$ cat config.mk
export PLATFORM = sky130hd
export DESIGN_NAME = modbus_read_holding_master_flat
export DESIGN_NICKNAME = d
export VERILOG_FILES = /design/src/hdl/mrhm_pkg.sv /design/src/hdl/mrhm_ifs.sv /design/src/hdl/mrhm_frame_gen.sv /design/src/hdl/mrhm_rsp_parse.sv /design/src/hdl/modbus_read_holding_master.sv /design/src/flat_wrapper.sv
export VERILOG_INCLUDE_DIRS = /design/src /design/src/hdl
export SDC_FILE = /design/constraint.sdc
export NUM_CORES = 1
export LEC_CHECK = 0
export BUFFER_PORTS_ARGS = -buffer_cell sky130_fd_sc_hd__clkbuf_2
export CAP_MARGIN = 10
export CELL_PAD_IN_SITES_DETAIL_PLACEMENT = 0
export CELL_PAD_IN_SITES_GLOBAL_PLACEMENT = 2
export CORE_MARGIN = 2
export CORE_UTILIZATION = 41
export CTS_BUF_LIST = sky130_fd_sc_hd__clkbuf_2
export CTS_CLUSTER_DIAMETER = 200
export DETAILED_ROUTE_END_ITERATION = 10
export PLACE_DENSITY_LB_ADDON = 0.1
export SYNTH_ARGS = -nofsm -noshare
export SYNTH_HDL_FRONTEND = slang
export SYNTH_SLANG_ARGS = --single-unit
$ cat constraint.sdc
create_clock -name clock -period 5.51 [get_ports clock]
set_input_delay 0.551 -clock clock [delete_from_list [all_inputs] [get_ports clock]]
set_output_delay 0.551 -clock clock [all_outputs]
set_load 0.02 [all_outputs]
$ cat src/hdl/assert_macros.svh
// Assertion helpers used by the top-level RTL module.
`ifndef ASSERT_MACROS_SVH
`define ASSERT_MACROS_SVH

// a in this cycle implies b in this cycle
`define MRHM_ASSERT_IMPLY(lbl, clk, rst, a, b) \
   lbl: assert property (@(posedge clk) disable iff (rst) (a) |-> (b)) \
      else $error("same-cycle implication failed");

// a in this cycle implies b in the next cycle
`define MRHM_ASSERT_NEXT(lbl, clk, rst, a, b) \
   lbl: assert property (@(posedge clk) disable iff (rst) (a) |=> (b)) \
      else $error("next-cycle implication failed");

// a never holds
`define MRHM_ASSERT_NEVER(lbl, clk, rst, a) \
   lbl: assert property (@(posedge clk) disable iff (rst) !(a)) \
      else $error("forbidden condition seen");

`endif

$ cat src/hdl/mrhm_pkg.sv
package mrhm_pkg;

   localparam int MAX_REPORT_BYTES_DEF = 64;
   localparam int MIN_REPORT_BYTES     = 9;

   localparam int CSR_INDEX_W = 2;
   localparam int CSR_DATA_W  = 8;

   typedef enum logic [CSR_INDEX_W-1:0] {
      CSR_SLAVE_ADDRESS      = 2'd0,
      CSR_OUTBOUND_REPORT_ID = 2'd1,
      CSR_INBOUND_REPORT_ID  = 2'd2,
      CSR_REPORT_SIZE        = 2'd3
   } csr_index_type;

   localparam logic [7:0] SLAVE_ADDRESS_RST      = 8'd1;
   localparam logic [7:0] OUTBOUND_REPORT_ID_RST = 8'h90;
   localparam logic [7:0] INBOUND_REPORT_ID_RST  = 8'h89;
   localparam logic [6:0] REPORT_SIZE_RST        = 7'd64;

   localparam logic CMD_START = 1'b0;
   localparam logic CMD_BYTE  = 1'b1;

   localparam logic [7:0]  FN_READ_HOLDING = 8'h03;
   localparam int          EXCEPTION_BIT   = 7;
   localparam logic [15:0] CRC_POLY        = 16'hA001;
   localparam logic [15:0] CRC_INIT        = 16'hFFFF;

   typedef enum logic [1:0] {
      KIND_OUT_BYTE = 2'd0,
      KIND_REG_WORD = 2'd1,
      KIND_COMPLETE = 2'd2
   } kind_type;

   typedef enum logic [1:0] {
      STATUS_OK        = 2'd0,
      STATUS_EXCEPTION = 2'd1,
      STATUS_WRONG_ID  = 2'd2,
      STATUS_COUNT_BAD = 2'd3
   } status_type;

   typedef struct packed {
      logic       command;
      logic       first_of_report;
      logic [7:0] data_byte;
      logic [15:0] start_address;
      logic [6:0] register_count;
   } req_item_type;

   typedef struct packed {
      kind_type    kind;
      logic [15:0] value;
      logic [6:0]  register_index;
      status_type  status;
      logic        last;
   } rsp_item_type;

   // outbound report sequencer towards the top level
   typedef struct packed {
      logic       busy;
      logic [7:0] data;
      logic       last;
   } gen_out_type;

   // response parser results for the byte being stepped
   typedef struct packed {
      logic        word;
      logic [15:0] word_value;
      logic [6:0]  word_index;
      logic        done;
      status_type  done_status;
      logic [15:0] done_value;
   } parse_out_type;

endpackage

$ cat src/hdl/mrhm_ifs.sv
interface mrhm_req_if;
   logic        valid;
   logic        ready;
   logic        command;
   logic        first_of_report;
   logic [7:0]  data_byte;
   logic [15:0] start_address;
   logic [6:0]  register_count;

   modport source (output valid, command, first_of_report, data_byte, start_address,
                   register_count, input ready);
   modport sink   (input valid, command, first_of_report, data_byte, start_address,
                   register_count, output ready);
endinterface

interface mrhm_rsp_if;
   logic        valid;
   logic        ready;
   logic [1:0]  kind;
   logic [15:0] value;
   logic [6:0]  register_index;
   logic [1:0]  status;
   logic        last;

   modport source (output valid, kind, value, register_index, status, last, input ready);
   modport sink   (input valid, kind, value, register_index, status, last, output ready);
endinterface

$ cat src/hdl/mrhm_frame_gen.sv
module mrhm_frame_gen #(
   parameter int MAX_REPORT_BYTES = mrhm_pkg::MAX_REPORT_BYTES_DEF
) (
   input  logic                 clock,
   input  logic                 reset,
   input  logic                 load,
   input  logic                 advance,
   input  logic [15:0]          start_address,
   input  logic [6:0]           register_count,
   input  logic [7:0]           slave_address,
   input  logic [7:0]           outbound_report_id,
   input  logic [6:0]           report_size,
   output mrhm_pkg::gen_out_type gen_out
);
   import mrhm_pkg::*;

   localparam int CntW = $clog2(MAX_REPORT_BYTES);

   function automatic logic [15:0] crc_update(input logic [15:0] crc, input logic [7:0] b);
      logic [15:0] c;
      c = crc ^ {8'd0, b};
      for (int i = 0; i < 8; i++) begin
         c = c[0] ? ((c >> 1) ^ CRC_POLY) : (c >> 1);
      end
      return c;
   endfunction

   logic            busy_ff, busy_in;
   logic [CntW-1:0] idx_ff, idx_in;
   logic [CntW-1:0] size_m1_ff, size_m1_in;
   logic [15:0]     crc_ff, crc_in;
   logic [15:0]     addr_ff, addr_in;
   logic [6:0]      cnt_ff, cnt_in;
   logic [6:0]      size_clamped;
   logic [7:0]      data;
   logic            in_crc;

   // report length clamped to the legal range
   always_comb begin
      if (report_size < 7'(MIN_REPORT_BYTES)) begin
         size_clamped = 7'(MIN_REPORT_BYTES);
      end else if (report_size > 7'(MAX_REPORT_BYTES)) begin
         size_clamped = 7'(MAX_REPORT_BYTES);
      end else begin
         size_clamped = report_size;
      end
      size_m1_in = CntW'(size_clamped - 7'd1);
   end

   always_comb begin
      unique case (idx_ff)
         CntW'(0): data = outbound_report_id;
         CntW'(1): data = slave_address;
         CntW'(2): data = FN_READ_HOLDING;
         CntW'(3): data = addr_ff[15:8];
         CntW'(4): data = addr_ff[7:0];
         CntW'(5): data = 8'd0;
         CntW'(6): data = {1'b0, cnt_ff};
         CntW'(7): data = crc_ff[7:0];
         CntW'(8): data = crc_ff[15:8];
         default:  data = 8'd0;
      endcase
      in_crc = (idx_ff >= CntW'(1)) && (idx_ff <= CntW'(6));
   end

   always_comb begin
      busy_in = busy_ff;
      idx_in  = idx_ff;
      crc_in  = crc_ff;
      addr_in = addr_ff;
      cnt_in  = cnt_ff;
      if (load) begin
         busy_in = 1'b1;
         idx_in  = '0;
         crc_in  = CRC_INIT;
         addr_in = start_address;
         cnt_in  = register_count;
      end else if (busy_ff && advance) begin
         idx_in = idx_ff + CntW'(1);
         if (in_crc) begin
            crc_in = crc_update(crc_ff, data);
         end
         if (idx_ff == size_m1_ff) begin
            busy_in = 1'b0;
         end
      end
   end

   always_ff @(posedge clock) begin
      if (reset) begin
         busy_ff <= 1'b0;
         idx_ff  <= '0;
      end else begin
         busy_ff <= busy_in;
         idx_ff  <= idx_in;
      end
      crc_ff  <= crc_in;
      addr_ff <= addr_in;
      cnt_ff  <= cnt_in;
      if (load) begin
         size_m1_ff <= size_m1_in;
      end
   end

   assign gen_out.busy = busy_ff;
   assign gen_out.data = data;
   assign gen_out.last = (idx_ff == size_m1_ff);

endmodule

$ cat src/hdl/mrhm_rsp_parse.sv
module mrhm_rsp_parse (
   input  logic                   clock,
   input  logic                   reset,
   input  logic                   start,
   input  logic [6:0]             register_count,
   input  logic                   step,
   input  logic                   first_of_report,
   input  logic [7:0]             data_byte,
   input  logic [7:0]             slave_address,
   input  logic [7:0]             inbound_report_id,
   output mrhm_pkg::parse_out_type parse_out
);
   import mrhm_pkg::*;

   typedef enum logic [1:0] {PH_IDLE, PH_WAIT, PH_DONE} phase_type;

   phase_type  phase_ff, phase_in;
   logic [8:0] pos_ff, pos_in;
   logic [6:0] req_ff, req_in;
   logic [7:0] slave_ff, slave_in;
   logic [7:0] func_ff, func_in;
   logic [7:0] high_ff, high_in;
   logic       drop_ff, drop_in;
   logic [8:0] d;
   logic [7:0] idx8;
   logic       hit;

   always_comb begin
      d    = pos_ff - 9'd3;
      idx8 = d[8:1];
      hit  = step && (phase_ff == PH_WAIT) && !first_of_report && !drop_ff;

      phase_in = phase_ff;
      pos_in   = pos_ff;
      req_in   = req_ff;
      slave_in = slave_ff;
      func_in  = func_ff;
      high_in  = high_ff;
      drop_in  = drop_ff;
      parse_out = '{word: 1'b0, word_value: {high_ff, data_byte},
                    word_index: idx8[6:0], done: 1'b0, done_status: STATUS_OK,
                    done_value: 16'd0};

      if (start) begin
         phase_in = PH_WAIT;
         pos_in   = '0;
         req_in   = register_count;
         slave_in = '0;
         func_in  = '0;
         high_in  = '0;
         drop_in  = 1'b1;
      end else if (step && (phase_ff == PH_WAIT) && first_of_report) begin
         drop_in = (data_byte != inbound_report_id);
      end else if (hit) begin
         pos_in = pos_ff + 9'd1;
         priority if (pos_ff == 9'd0) begin
            slave_in = data_byte;
         end else if (pos_ff == 9'd1) begin
            func_in = data_byte;
         end else if (pos_ff == 9'd2) begin
            // checks in order: exception, slave/function, byte count
            priority if (func_ff[EXCEPTION_BIT]) begin
               parse_out.done        = 1'b1;
               parse_out.done_status = STATUS_EXCEPTION;
               parse_out.done_value  = {8'd0, data_byte};
            end else if (slave_ff != slave_address || func_ff != FN_READ_HOLDING) begin
               parse_out.done        = 1'b1;
               parse_out.done_status = STATUS_WRONG_ID;
            end else if (data_byte != {req_ff, 1'b0}) begin
               parse_out.done        = 1'b1;
               parse_out.done_status = STATUS_COUNT_BAD;
            end else if (req_ff == 7'd0) begin
               parse_out.done = 1'b1;
            end else begin
               parse_out.done = 1'b0;
            end
         end else begin
            if (!d[0]) begin
               high_in = data_byte;
            end else begin
               parse_out.word = 1'b1;
               parse_out.done = ({1'b0, idx8} + 9'd1) >= {2'b0, req_ff};
            end
         end
         if (parse_out.done) begin
            phase_in = PH_DONE;
         end
      end
   end

   always_ff @(posedge clock) begin
      if (reset) begin
         phase_ff <= PH_IDLE;
         pos_ff   <= '0;
         req_ff   <= '0;
         slave_ff <= '0;
         func_ff  <= '0;
         high_ff  <= '0;
         drop_ff  <= 1'b0;
      end else begin
         phase_ff <= phase_in;
         pos_ff   <= pos_in;
         req_ff   <= req_in;
         slave_ff <= slave_in;
         func_ff  <= func_in;
         high_ff  <= high_in;
         drop_ff  <= drop_in;
      end
   end

endmodule

$ cat src/hdl/modbus_read_holding_master.sv
// Modbus "read holding registers" master carried in fixed-size reports. A start item
// (command 0) emits one outbound report, one byte item per cycle while the output
// register is free: report ID, slave, function 3, address and count big-endian,
// CRC-16 low byte first, then zeros up to report_size (clamped to 9..MAX_REPORT_BYTES).
// Received report bytes (command 1) are taken one per cycle while no report is being
// sent, no completion is owed and the output register is free; register words stream
// out as their low byte lands and a completion item (last set) closes the transaction,
// or reports an exception, wrong slave/function or byte-count mismatch at the third
// payload byte. A start always aborts a transaction in progress. The byte that brings
// the final register word also owes a completion, emitted after the word, as the two
// share the single output register. While the outbound byte sequencer paces a report,
// further items wait in the input register. CSR writes are only legal while the block
// is idle.
`include "assert_macros.svh"

module modbus_read_holding_master #(
   parameter int MAX_REPORT_BYTES = mrhm_pkg::MAX_REPORT_BYTES_DEF
) (
   input  logic                             clock,
   input  logic                             reset,
   input  logic                             csr_write_enable,
   input  logic [mrhm_pkg::CSR_INDEX_W-1:0] csr_index,
   input  logic [mrhm_pkg::CSR_DATA_W-1:0]  csr_write_data,
   mrhm_req_if.sink                         req,
   mrhm_rsp_if.source                       rsp
);
   import mrhm_pkg::*;

   // configuration registers
   logic [7:0] slave_address_ff;
   logic [7:0] outbound_report_id_ff;
   logic [7:0] inbound_report_id_ff;
   logic [6:0] report_size_ff;

   // input register
   logic         in_valid_ff, in_valid_in;
   req_item_type in_item_ff;

   // output register
   logic         rsp_valid_ff, rsp_valid_in;
   rsp_item_type rsp_item_ff;

   // completion owed after a final register word
   logic pend_ff, pend_in;

   gen_out_type   gen_st;
   parse_out_type parse_st;
   rsp_item_type  emit_item;
   logic          emit;
   logic          out_free;
   logic          busy;
   logic          consume;
   logic          load;
   logic          step;
   logic          done_out;

   always_ff @(posedge clock) begin
      if (reset) begin
         slave_address_ff      <= SLAVE_ADDRESS_RST;
         outbound_report_id_ff <= OUTBOUND_REPORT_ID_RST;
         inbound_report_id_ff  <= INBOUND_REPORT_ID_RST;
         report_size_ff        <= REPORT_SIZE_RST;
      end else if (csr_write_enable) begin
         unique case (csr_index)
            CSR_SLAVE_ADDRESS:      slave_address_ff      <= csr_write_data;
            CSR_OUTBOUND_REPORT_ID: outbound_report_id_ff <= csr_write_data;
            CSR_INBOUND_REPORT_ID:  inbound_report_id_ff  <= csr_write_data;
            CSR_REPORT_SIZE:        report_size_ff        <= csr_write_data[6:0];
         endcase
      end
   end

   // handshake and dispatch
   assign out_free  = !rsp_valid_ff || rsp.ready;
   assign busy      = gen_st.busy || pend_ff;
   assign consume   = in_valid_ff && !busy && out_free;
   assign load      = consume && (in_item_ff.command == CMD_START);
   assign step      = consume && (in_item_ff.command == CMD_BYTE);
   assign req.ready = !in_valid_ff || consume;

   always_comb begin
      in_valid_in = in_valid_ff;
      if (req.valid && req.ready) begin
         in_valid_in = 1'b1;
      end else if (consume) begin
         in_valid_in = 1'b0;
      end
   end

   mrhm_frame_gen #(
      .MAX_REPORT_BYTES(MAX_REPORT_BYTES)
   ) u_frame_gen (
      .clock              (clock),
      .reset              (reset),
      .load               (load),
      .advance            (out_free),
      .start_address      (in_item_ff.start_address),
      .register_count     (in_item_ff.register_count),
      .slave_address      (slave_address_ff),
      .outbound_report_id (outbound_report_id_ff),
      .report_size        (report_size_ff),
      .gen_out            (gen_st)
   );

   mrhm_rsp_parse u_rsp_parse (
      .clock             (clock),
      .reset             (reset),
      .start             (load),
      .register_count    (in_item_ff.register_count),
      .step              (step),
      .first_of_report   (in_item_ff.first_of_report),
      .data_byte         (in_item_ff.data_byte),
      .slave_address     (slave_address_ff),
      .inbound_report_id (inbound_report_id_ff),
      .parse_out         (parse_st)
   );

   // pick the item for the output register: outbound bytes, then an owed
   // completion, then whatever the current received byte produced
   always_comb begin
      emit    = 1'b0;
      pend_in = pend_ff;
      emit_item = '{kind: KIND_COMPLETE, value: 16'd0, register_index: 7'd0,
                    status: STATUS_OK, last: 1'b1};
      if (gen_st.busy) begin
         emit = out_free;
         emit_item = '{kind: KIND_OUT_BYTE, value: {8'd0, gen_st.data},
                       register_index: 7'd0, status: STATUS_OK, last: gen_st.last};
      end else if (pend_ff) begin
         emit = out_free;
         if (out_free) begin
            pend_in = 1'b0;
         end
      end else if (step) begin
         if (parse_st.word) begin
            emit    = 1'b1;
            pend_in = parse_st.done;
            emit_item = '{kind: KIND_REG_WORD, value: parse_st.word_value,
                          register_index: parse_st.word_index, status: STATUS_OK,
                          last: 1'b0};
         end else if (parse_st.done) begin
            emit = 1'b1;
            emit_item = '{kind: KIND_COMPLETE, value: parse_st.done_value,
                          register_index: 7'd0, status: parse_st.done_status,
                          last: 1'b1};
         end
      end
   end

   assign rsp_valid_in = out_free ? emit : rsp_valid_ff;

   always_ff @(posedge clock) begin
      if (reset) begin
         in_valid_ff  <= 1'b0;
         rsp_valid_ff <= 1'b0;
         pend_ff      <= 1'b0;
      end else begin
         in_valid_ff  <= in_valid_in;
         rsp_valid_ff <= rsp_valid_in;
         pend_ff      <= pend_in;
      end
      if (req.valid && req.ready) begin
         in_item_ff <= '{command: req.command, first_of_report: req.first_of_report,
                         data_byte: req.data_byte, start_address: req.start_address,
                         register_count: req.register_count};
      end
      if (out_free && emit) begin
         rsp_item_ff <= emit_item;
      end
   end

   assign rsp.valid          = rsp_valid_ff;
   assign rsp.kind           = rsp_item_ff.kind;
   assign rsp.value          = rsp_item_ff.value;
   assign rsp.register_index = rsp_item_ff.register_index;
   assign rsp.status         = rsp_item_ff.status;
   assign rsp.last           = rsp_item_ff.last;

   // a completion item sits in the output register
   assign done_out = rsp_valid_ff && (rsp_item_ff.kind == KIND_COMPLETE);

   `MRHM_ASSERT_NEVER(a_gen_and_pend, clock, reset, gen_st.busy && pend_ff)
   `MRHM_ASSERT_NEXT(a_load_starts_gen, clock, reset, load, gen_st.busy)
   `MRHM_ASSERT_NEXT(a_pend_gives_done, clock, reset, pend_ff && out_free, done_out)
   `MRHM_ASSERT_NEXT(a_held_item_kept, clock, reset, in_valid_ff && !consume, in_valid_ff)

endmodule

$ cat src/flat_wrapper.sv
// flat-port wrapper written by rule: the top's interface ports become plain ports
module modbus_read_holding_master_flat import mrhm_pkg::*;
#(
   parameter int MAX_REPORT_BYTES = mrhm_pkg::MAX_REPORT_BYTES_DEF
)
  (clock, reset, csr_write_enable, csr_index, csr_write_data, req_valid, req_command, req_first_of_report, req_data_byte, req_start_address, req_register_count, req_ready, rsp_valid, rsp_kind, rsp_value, rsp_register_index, rsp_status, rsp_last, rsp_ready);
  mrhm_req_if req_i ();
  mrhm_rsp_if rsp_i ();
  input  logic clock;
  input  logic reset;
  input  logic csr_write_enable;
  input  logic [mrhm_pkg::CSR_INDEX_W-1:0] csr_index;
  input  logic [mrhm_pkg::CSR_DATA_W-1:0] csr_write_data;
  input wire logic [$bits(req_i.valid)-1:0] req_valid;
  input wire logic [$bits(req_i.command)-1:0] req_command;
  input wire logic [$bits(req_i.first_of_report)-1:0] req_first_of_report;
  input wire logic [$bits(req_i.data_byte)-1:0] req_data_byte;
  input wire logic [$bits(req_i.start_address)-1:0] req_start_address;
  input wire logic [$bits(req_i.register_count)-1:0] req_register_count;
  output wire logic [$bits(req_i.ready)-1:0] req_ready;
  output wire logic [$bits(rsp_i.valid)-1:0] rsp_valid;
  output wire logic [$bits(rsp_i.kind)-1:0] rsp_kind;
  output wire logic [$bits(rsp_i.value)-1:0] rsp_value;
  output wire logic [$bits(rsp_i.register_index)-1:0] rsp_register_index;
  output wire logic [$bits(rsp_i.status)-1:0] rsp_status;
  output wire logic [$bits(rsp_i.last)-1:0] rsp_last;
  input wire logic [$bits(rsp_i.ready)-1:0] rsp_ready;
  assign req_i.valid = req_valid;
  assign req_i.command = req_command;
  assign req_i.first_of_report = req_first_of_report;
  assign req_i.data_byte = req_data_byte;
  assign req_i.start_address = req_start_address;
  assign req_i.register_count = req_register_count;
  assign req_ready = req_i.ready;
  assign rsp_valid = rsp_i.valid;
  assign rsp_kind = rsp_i.kind;
  assign rsp_value = rsp_i.value;
  assign rsp_register_index = rsp_i.register_index;
  assign rsp_status = rsp_i.status;
  assign rsp_last = rsp_i.last;
  assign rsp_i.ready = rsp_ready;
  modbus_read_holding_master #(.MAX_REPORT_BYTES(MAX_REPORT_BYTES)) u_core (.clock(clock), .reset(reset), .csr_write_enable(csr_write_enable), .csr_index(csr_index), .csr_write_data(csr_write_data), .req(req_i), .rsp(rsp_i));
endmodule
==> results.txt, run 1 <==
Status: completed
Synth cell types: 77
Hold Crit Class: in -> reg
PwrDens: 264 mW/mm²
DRT Pass-1 Iters: 5
Largest family of logic cells by synthesized area: simple AND/OR/NAND/NOR gates
Final setup fails: 0
Layout Nets: 987
WL final: 22600 µm
Max Root-Sink Buffers: 2
Post-DP HPWL: 16300 µm
Asr flop ratio synth: 0%
Initial Utilization: 42.0%
DR DRC count: 0
Setup TNS: 0 ns
Critical Path End: u_core.rsp.value[2]
Max-slew violation count: 0
Worst reg2reg path endpoint: u_core.rsp.value[2]
Most frequent cells in the layout: dfxtp_1 (100), nand2_1 (96), clkbuf_2 (95)
Worst-Skew Late Latency: 0.80 ns
Remaining antenna violation count: 0
Vias/cell: 5.21
Clock Tree Root: clkbuf_2
GRT overflow: 0
Arrival @ worst endpoint: 4.46 ns
Slew @ Worst Pin: 0.896 ns
H-tree levels: 4
Crit path capture type: flip-flop
Synth Area in Adders: 2.54%
Compound-Gate Fraction of Synth Area: 9.40%
Setup crit start: u_core.u_rsp_parse.pos_ff[0]
Clock skew: 0.0532 ns
Setup CP Type: reg -> reg
RSZ-0062 raised after global routing: no
Peak supply drop: 0.000148 V
Via Count: 6304
Buffers on Ports: 77
Pin count of the biggest net entering global routing: 39
Tcrit/Tclk final: 73.3%
Synth Area in XOR/XNOR: 7.36%
GP Congestion: 0.876
Commonest non-fill, non-tap cell in the layout: dfxtp_1
R2R setup slack: 1.47 ns
Syn Nets: 890
EDFF count, synth: 90
# clock sinks: 190
Post-Place Cells: 1136
Post-Synth Simple-Gate Area: 16.6%
# IOs: 78
CP Max Fanout: 28
Post-CTS resize count: 0
Reg2Reg Depth: 13
DP Worst Slack: 1.41 ns
Die ar.: 0.0228 mm²
Synthesized area: 0.00888 mm²
Worst endpoint required time: 5.93 ns
Layout cells sized above 1: 15.0%
DR iter-0 viols: 440
Startpoint types: flip-flop
Final min period: 4.04 ns
Proportion of synthesized area in mux cells: 7.06%
CTS tree: built
Final worst setup slack: 1.47 ns
Number of buffers created by CTS: 17
Hold_ws: 0.0957 ns
Total core area: 0.0212 mm²
Die Wd: 151 µm
Finished Layout Cells: 1210
Max_slew headroom: 40.2%
Leakage: 0.00410 µW
Prevailing post-synth register cell: dfxtp_1
Clk slew on worst S/H paths: 0.28 ns
#FFs+latches synth: 190
Critical R2R Launch: u_core.u_rsp_parse.pos_ff[0]
Gate Count Post-Synth: 824
Synth-to-Final Area Change: 13.2%
Synth Warn #: 0
Final hold vios: 0
Peak Freq: 248 MHz
Initial antenna violation count: 1
WL/cell: 18.7 µm
FP Rows: 53
Max-cap violations: 0
Mean post-synth cell area: 10.8 µm²
Die H: 151 µm
Vias in the first global route: 5922
Post-synthesis sequential area ratio: 53.0%
Tot GR Track Use: 20.2%
First-pass GRT wire length: 34300 µm
-- through the flow --
step	util, %	instance area [µm²]	total power, µW
2_1_floorplan	-	8880	1860
3_3_place_gp	44.4	9390	1960
3_5_place_dp	44.4	9390	1970
4_1_cts	47.5	10000	2680
5_1_grt	47.5	10000	2780
6_report	47.5	10000	2650
-- logic make-up after synthesis --
logic type               count (synthesis)
AND/OR/NAND/NOR                        299
flip-flops                             190
AO/OA/AOI/OAI                          117
XOR/XNOR                                69
buffers and inverters                   69
multiplexers                            62
adder cells (fa/ha/maj)                 18
-- critical path: stages, from the launching register on --
cell and delay (ns):
dfxtp_1 0.58, ha_1 0.39, xnor2_1 0.21, ha_1 0.29
ha_1 0.29, a21o_1 0.15, a21o_1 0.17, a21o_1 0.17
a21o_1 0.17, a21o_1 0.17, a221o_1 0.38, nand3_1 0.12
a21o_1 0.24, a31oi_4 0.37
-- flip-flops by register name, indices dropped and copies added (netlist names), 6 cells and up --
signal	count
u_core.rsp.register_index	7
u_core.u_frame_gen.size_m1_ff	6
u_core.inbound_report_id_ff	8
u_core.u_rsp_parse.req_ff	7
u_core.u_rsp_parse.pos_ff	9
u_core.u_frame_gen.cnt_ff	7
u_core.u_rsp_parse.func_ff	8
u_core.slave_address_ff	8
u_core.u_rsp_parse.slave_ff	8
u_core.u_frame_gen.idx_ff	6
u_core.in_item_ff	33
u_core.rsp.value	16
u_core.u_frame_gen.crc_ff	16
u_core.u_rsp_parse.high_ff	8
u_core.outbound_report_id_ff	8
u_core.u_frame_gen.addr_ff	16
u_core.report_size_ff	7
-- how the worst min path moves through the flow --
| stage | start | end | slack (ns) | cells after the start |
|---|---|---|---|---|
| finish | csr_write_data[3] | u_core.inbound_report_id_ff[3] | 0.1 | 3 |
| global route | csr_write_data[3] | u_core.inbound_report_id_ff[3] | 0.01 | 3 |
| CTS | csr_write_data[3] | u_core.inbound_report_id_ff[3] | 0.03 | 3 |
| detailed placement | u_core.in_item_ff[17] | u_core.u_frame_gen.addr_ff[10] | 0.40 | 0 |
| global placement | u_core.in_item_ff[10] | u_core.u_frame_gen.addr_ff[3] | 0.40 | 0 |
| floorplan | u_core.in_item_ff[7] | u_core.u_frame_gen.addr_ff[0] | 0.40 | 0 |
-- synthesized netlist by cell type, types with 4 or more instances --
cell,count,area [µm²]
nor2b_1,4,25.0
clkbuf_8,7,96.3
nor3b_1,5,37.5
edfxtp_1,90,2700
nor4b_1,4,35.0
nor3_1,13,65.1
a21o_1,13,97.6
nor4_1,10,62.6
clkbuf_1,30,113
ha_1,18,225
nand2b_1,10,62.6
a32oi_1,6,52.6
inv_1,21,78.8
nand2_1,96,360
xor2_1,33,289
a221oi_1,4,35.0
nand3_1,18,90.1
o211ai_1,9,67.6
o21ai_0,15,75.1
and3_1,4,25.0
xnor2_1,32,280
nand4_1,9,56.3
mux2i_1,57,571
a21oi_1,32,160
dfxtp_1,100,2000
nor2_1,86,323
a22o_1,4,35.0
and2_1,15,93.8
-- area by class of cell --
type | count | area, µm²
Antenna cell | 1 | 2.50
Clock buffer | 18 | 90.1
Clock inverter | 14 | 149
Fill cell | 1982 | 11100
Inverter | 23 | 86.3
Multi-Input combinational cell | 565 | 3830
Sequential cell | 190 | 4700
Tap cell | 275 | 344
Timing Repair Buffer | 124 | 841
-- power by group --
group	total, µW	internal [µW]	switching (µW)
registers	1620	1550	70.8
logic	346	174	172
clock network	689	151	539
total	2650	1870	782
-- metal layers --
| metal | global-route usage (%) | part of all wire (%) | vias up |
|---|---|---|---|
| li1 | - | - | 3119 |
| met1 | 27.9 | 47 | 3027 |
| met2 | 33.1 | 48 | 138 |
| met3 | 3.28 | 2.9 | 20 |
| met4 | 5.28 | 1.6 | 0 |
| met5 | 0 | 0 | - |
-- what timing repair did --
action	4_1_cts	5_1_grt
buffers inserted	0	0
endpoints found under the hold margin	46	0
hold buffers	41	0
No activity file was read; power rests on OpenSTA's default activity.
==> run 2: changes to the inputs <==
--- a/config.mk
+++ b/config.mk
@@ -6,12 +6,13 @@
 export SDC_FILE = /design/constraint.sdc
 export NUM_CORES = 1
 export LEC_CHECK = 0
+export ABC_AREA = 1
 export BUFFER_PORTS_ARGS = -buffer_cell sky130_fd_sc_hd__clkbuf_2
 export CAP_MARGIN = 10
 export CELL_PAD_IN_SITES_DETAIL_PLACEMENT = 0
 export CELL_PAD_IN_SITES_GLOBAL_PLACEMENT = 2
 export CORE_MARGIN = 2
-export CORE_UTILIZATION = 41
+export CORE_UTILIZATION = 38
 export CTS_BUF_LIST = sky130_fd_sc_hd__clkbuf_2
 export CTS_CLUSTER_DIAMETER = 200
 export DETAILED_ROUTE_END_ITERATION = 10
==> constraint.sdc (replaced) <==
create_clock -name clock -period 3.9 [get_ports clock]
set_input_delay 0.39 -clock clock [delete_from_list [all_inputs] [get_ports clock]]
set_output_delay 0.39 -clock clock [all_outputs]
set_load 0.02 [all_outputs]
==> run 2 against run 1 <==
Routed wire length increased by 7.6%. Flip-flop and latch count unchanged. Combinational power increased by 66%. Final cell count increased by 22%. Cell area increased by 3.1%. Synthesized cell count increased by 23%. Non-clock buffer count increased by 14. First-iteration DRC count increased by 3.4%. Critical path type unchanged. Largest cell class unchanged.
==> results.txt, run 2 <==
Status: completed
WL/cell: 16.5 µm
Final hold vios: 0
RSZ-0062 raised after global routing: no
FP Rows: 55
GP Congestion: 0.829
Die H: 157 µm
Max Root-Sink Buffers: 2
Setup TNS: 0 ns
Post-synthesis sequential area ratio: 53.1%
DR DRC count: 0
Synth Warn #: 0
Number of buffers created by CTS: 17
DR iter-0 viols: 455
Most common cell in the netlist: nand2_1
Fillers: 2288
Layout cells sized above 1: 14.7%
Mean post-synth cell area: 8.71 µm²
Clk slew on worst S/H paths: 0.29 ns
Remaining antenna violation count: 0
Leakage: 0.00427 µW
Gate Count Post-Synth: 1017
Most frequent cells in the layout: nand2_1 (169), nor2_1 (128), inv_1 (112)
Worst-Skew Late Latency: 0.79 ns
Buffers on Ports: 77
Initial Utilization: 38.9%
Area share of the largest cell type after synthesis: 30.5%
#FFs+latches synth: 190
Peak supply drop: 0.000189 V
Worst endpoint required time: 4.38 ns
Commonest non-fill, non-tap cell in the layout: nand2_1
Die ar.: 0.0246 mm²
Clock skew: 0.0619 ns
Die Wd: 157 µm
WL final: 24300 µm
Hold Crit Class: in -> reg
Clock Tree Root: clkbuf_2
First-pass GRT wire length: 38000 µm
Layout Nets: 1210
Crit path capture type: flip-flop
Prevailing post-synth register cell: dfxtp_1
Vias/cell: 4.91
Post-route core utilization: 45.5%
Post-CTS setup buffers: 0
# IOs: 78
Pin count of the biggest net entering global routing: 40
Max-cap violations: 0
H-tree levels: 4
Via Count: 7221
DRT Pass-1 Iters: 5
Asr flop ratio synth: 0%
Max reg flops: 33
Largest cells by area after synthesis: edfxtp_1 (30%), dfxtp_1 (23%), nand2_1 (7.2%), nor2_1 (5.5%), inv_1 (4.7%)
Post-DP HPWL: 17700 µm
Tot GR Track Use: 20.3%
Vias in the first global route: 6839
GRT overflow: 0
Multi-input gate area in the final layout: 0.00358 mm²
Final min period: 3.49 ns
Synth top cells by count: nand2_1 (169), nor2_1 (130), inv_1 (112)
Max-slew violation count: 0
Peak Freq: 286 MHz
Synth-to-Final Area Change: 16.9%
Max_slew headroom: 27.6%
Tcrit/Tclk final: 89.5%
Final setup fails: 0
Hold buffers post-CTS: 52
Arrival @ worst endpoint: 3.97 ns
Syn Nets: 1083
Leading area contributor after synthesis: edfxtp_1
Setup CP Type: reg -> reg
Initial antenna violation count: 1
Synthesized area: 0.00886 mm²
# clock sinks: 190
Slew @ Worst Pin: 1.08 ns
Post-CTS resize count: 0
Synth cell types: 44
PwrDens: 376 mW/mm²
Total core area: 0.0228 mm²
CP Max Fanout: 28
CTS tree: built
Register bank with the most flops: u_core.in_item_ff
EDFF count, synth: 90
Startpoint types: flip-flop
FF+latch area: 0.00470 mm²
-- run 2: changes by cell type after synthesis, moves of 36 or more --
cell and change:
nand4_1 +36, nand2_1 +73, mux2i_1 -57, o21ai_0 +51, nor2_1 +44, inv_1 +91
-- run 2: worst paths after layout --
path / from / end / slack, ns / cells past startpoint
setup / recovery: u_core.u_rsp_parse.pos_ff[0] / u_core.rsp.register_index[6] / 0.41 / 21
hold / removal: csr_write_enable / u_core.slave_address_ff[0] / 0.10 / 4
setup reg to reg: u_core.u_rsp_parse.pos_ff[0] / u_core.rsp.register_index[6] / 0.41 / 21
hold reg to reg: u_core.in_item_ff[19] / u_core.u_frame_gen.addr_ff[12] / 0.44 / 0
-- run 2: stage by stage --
step           total power, µW  hold WS, ns  setup WS [ns]  std cells  area [µm²]
6_report                  3890        0.103          0.409       1472       10400
5_1_grt                   4100        0.131         0.0365       1472       10400
4_1_cts                   3930       0.0422          0.385       1470       10400
3_5_place_dp              2870        0.405          0.450       1386        9590
3_3_place_gp              2870        0.405          0.526       1386        9590
2_1_floorplan             2670        0.400          0.216       1017        8870
-- run 2: critical path: stages (launching register included) --
cell and delay (ns):
dfxtp_1 0.48, inv_1 0.15, ha_1 0.40, ha_1 0.20, nand2_1 0.06, nor2_1 0.15
xnor2_1 0.14, inv_1 0.06, ha_1 0.29, nand2_1 0.07, inv_1 0.07, nand3_1 0.07
o221ai_1 0.16, nand3_1 0.10, nand3b_1 0.09, nor2_1 0.04, nand3_1 0.06, nand2_1 0.05
nand2_1 0.07, nand2_2 0.09, a21oi_2 0.19, buf_12 0.21
-- run 2: report_power, final --
group          internal [µW]  switching [µW]  leakage, µW  total (µW)
combinational            210             363      0.00245         573
sequential              2210            84.3      0.00166        2290
clock                    270             753     0.000153        1020
-- run 2: logic make-up (layout without fill, tap and decap cells) --
logic type	after synthesis	count (layout)	share of synthesized area (%)
other	0	2	0
flip-flops	190	190	53.1
adder cells (fa/ha/maj)	18	18	2.54
AO/OA/AOI/OAI	174	174	11.1
XOR/XNOR	26	26	2.65
AND/OR/NAND/NOR	460	460	23.8
buffers and inverters	149	289	6.82
-- run 2: layout make-up --
cell class,count,area share (%)
sequential,190,45.4
inverter,119,4.31
timing repair buffer,138,9.52
tap,313,3.78
clock buffer,19,0.918
antenna,2,0.0483
clock inverter,13,1.45
multi-input combinational,678,34.5
-- run 2: metal layers --
layer	up-vias	global-route usage, %	routed length (µm)
li1	3714	-	-
met1	3360	30.4	12600
met2	137	31.3	10800
met3	10	3.38	788
met4	0	3.32	152
met5	-	0	0
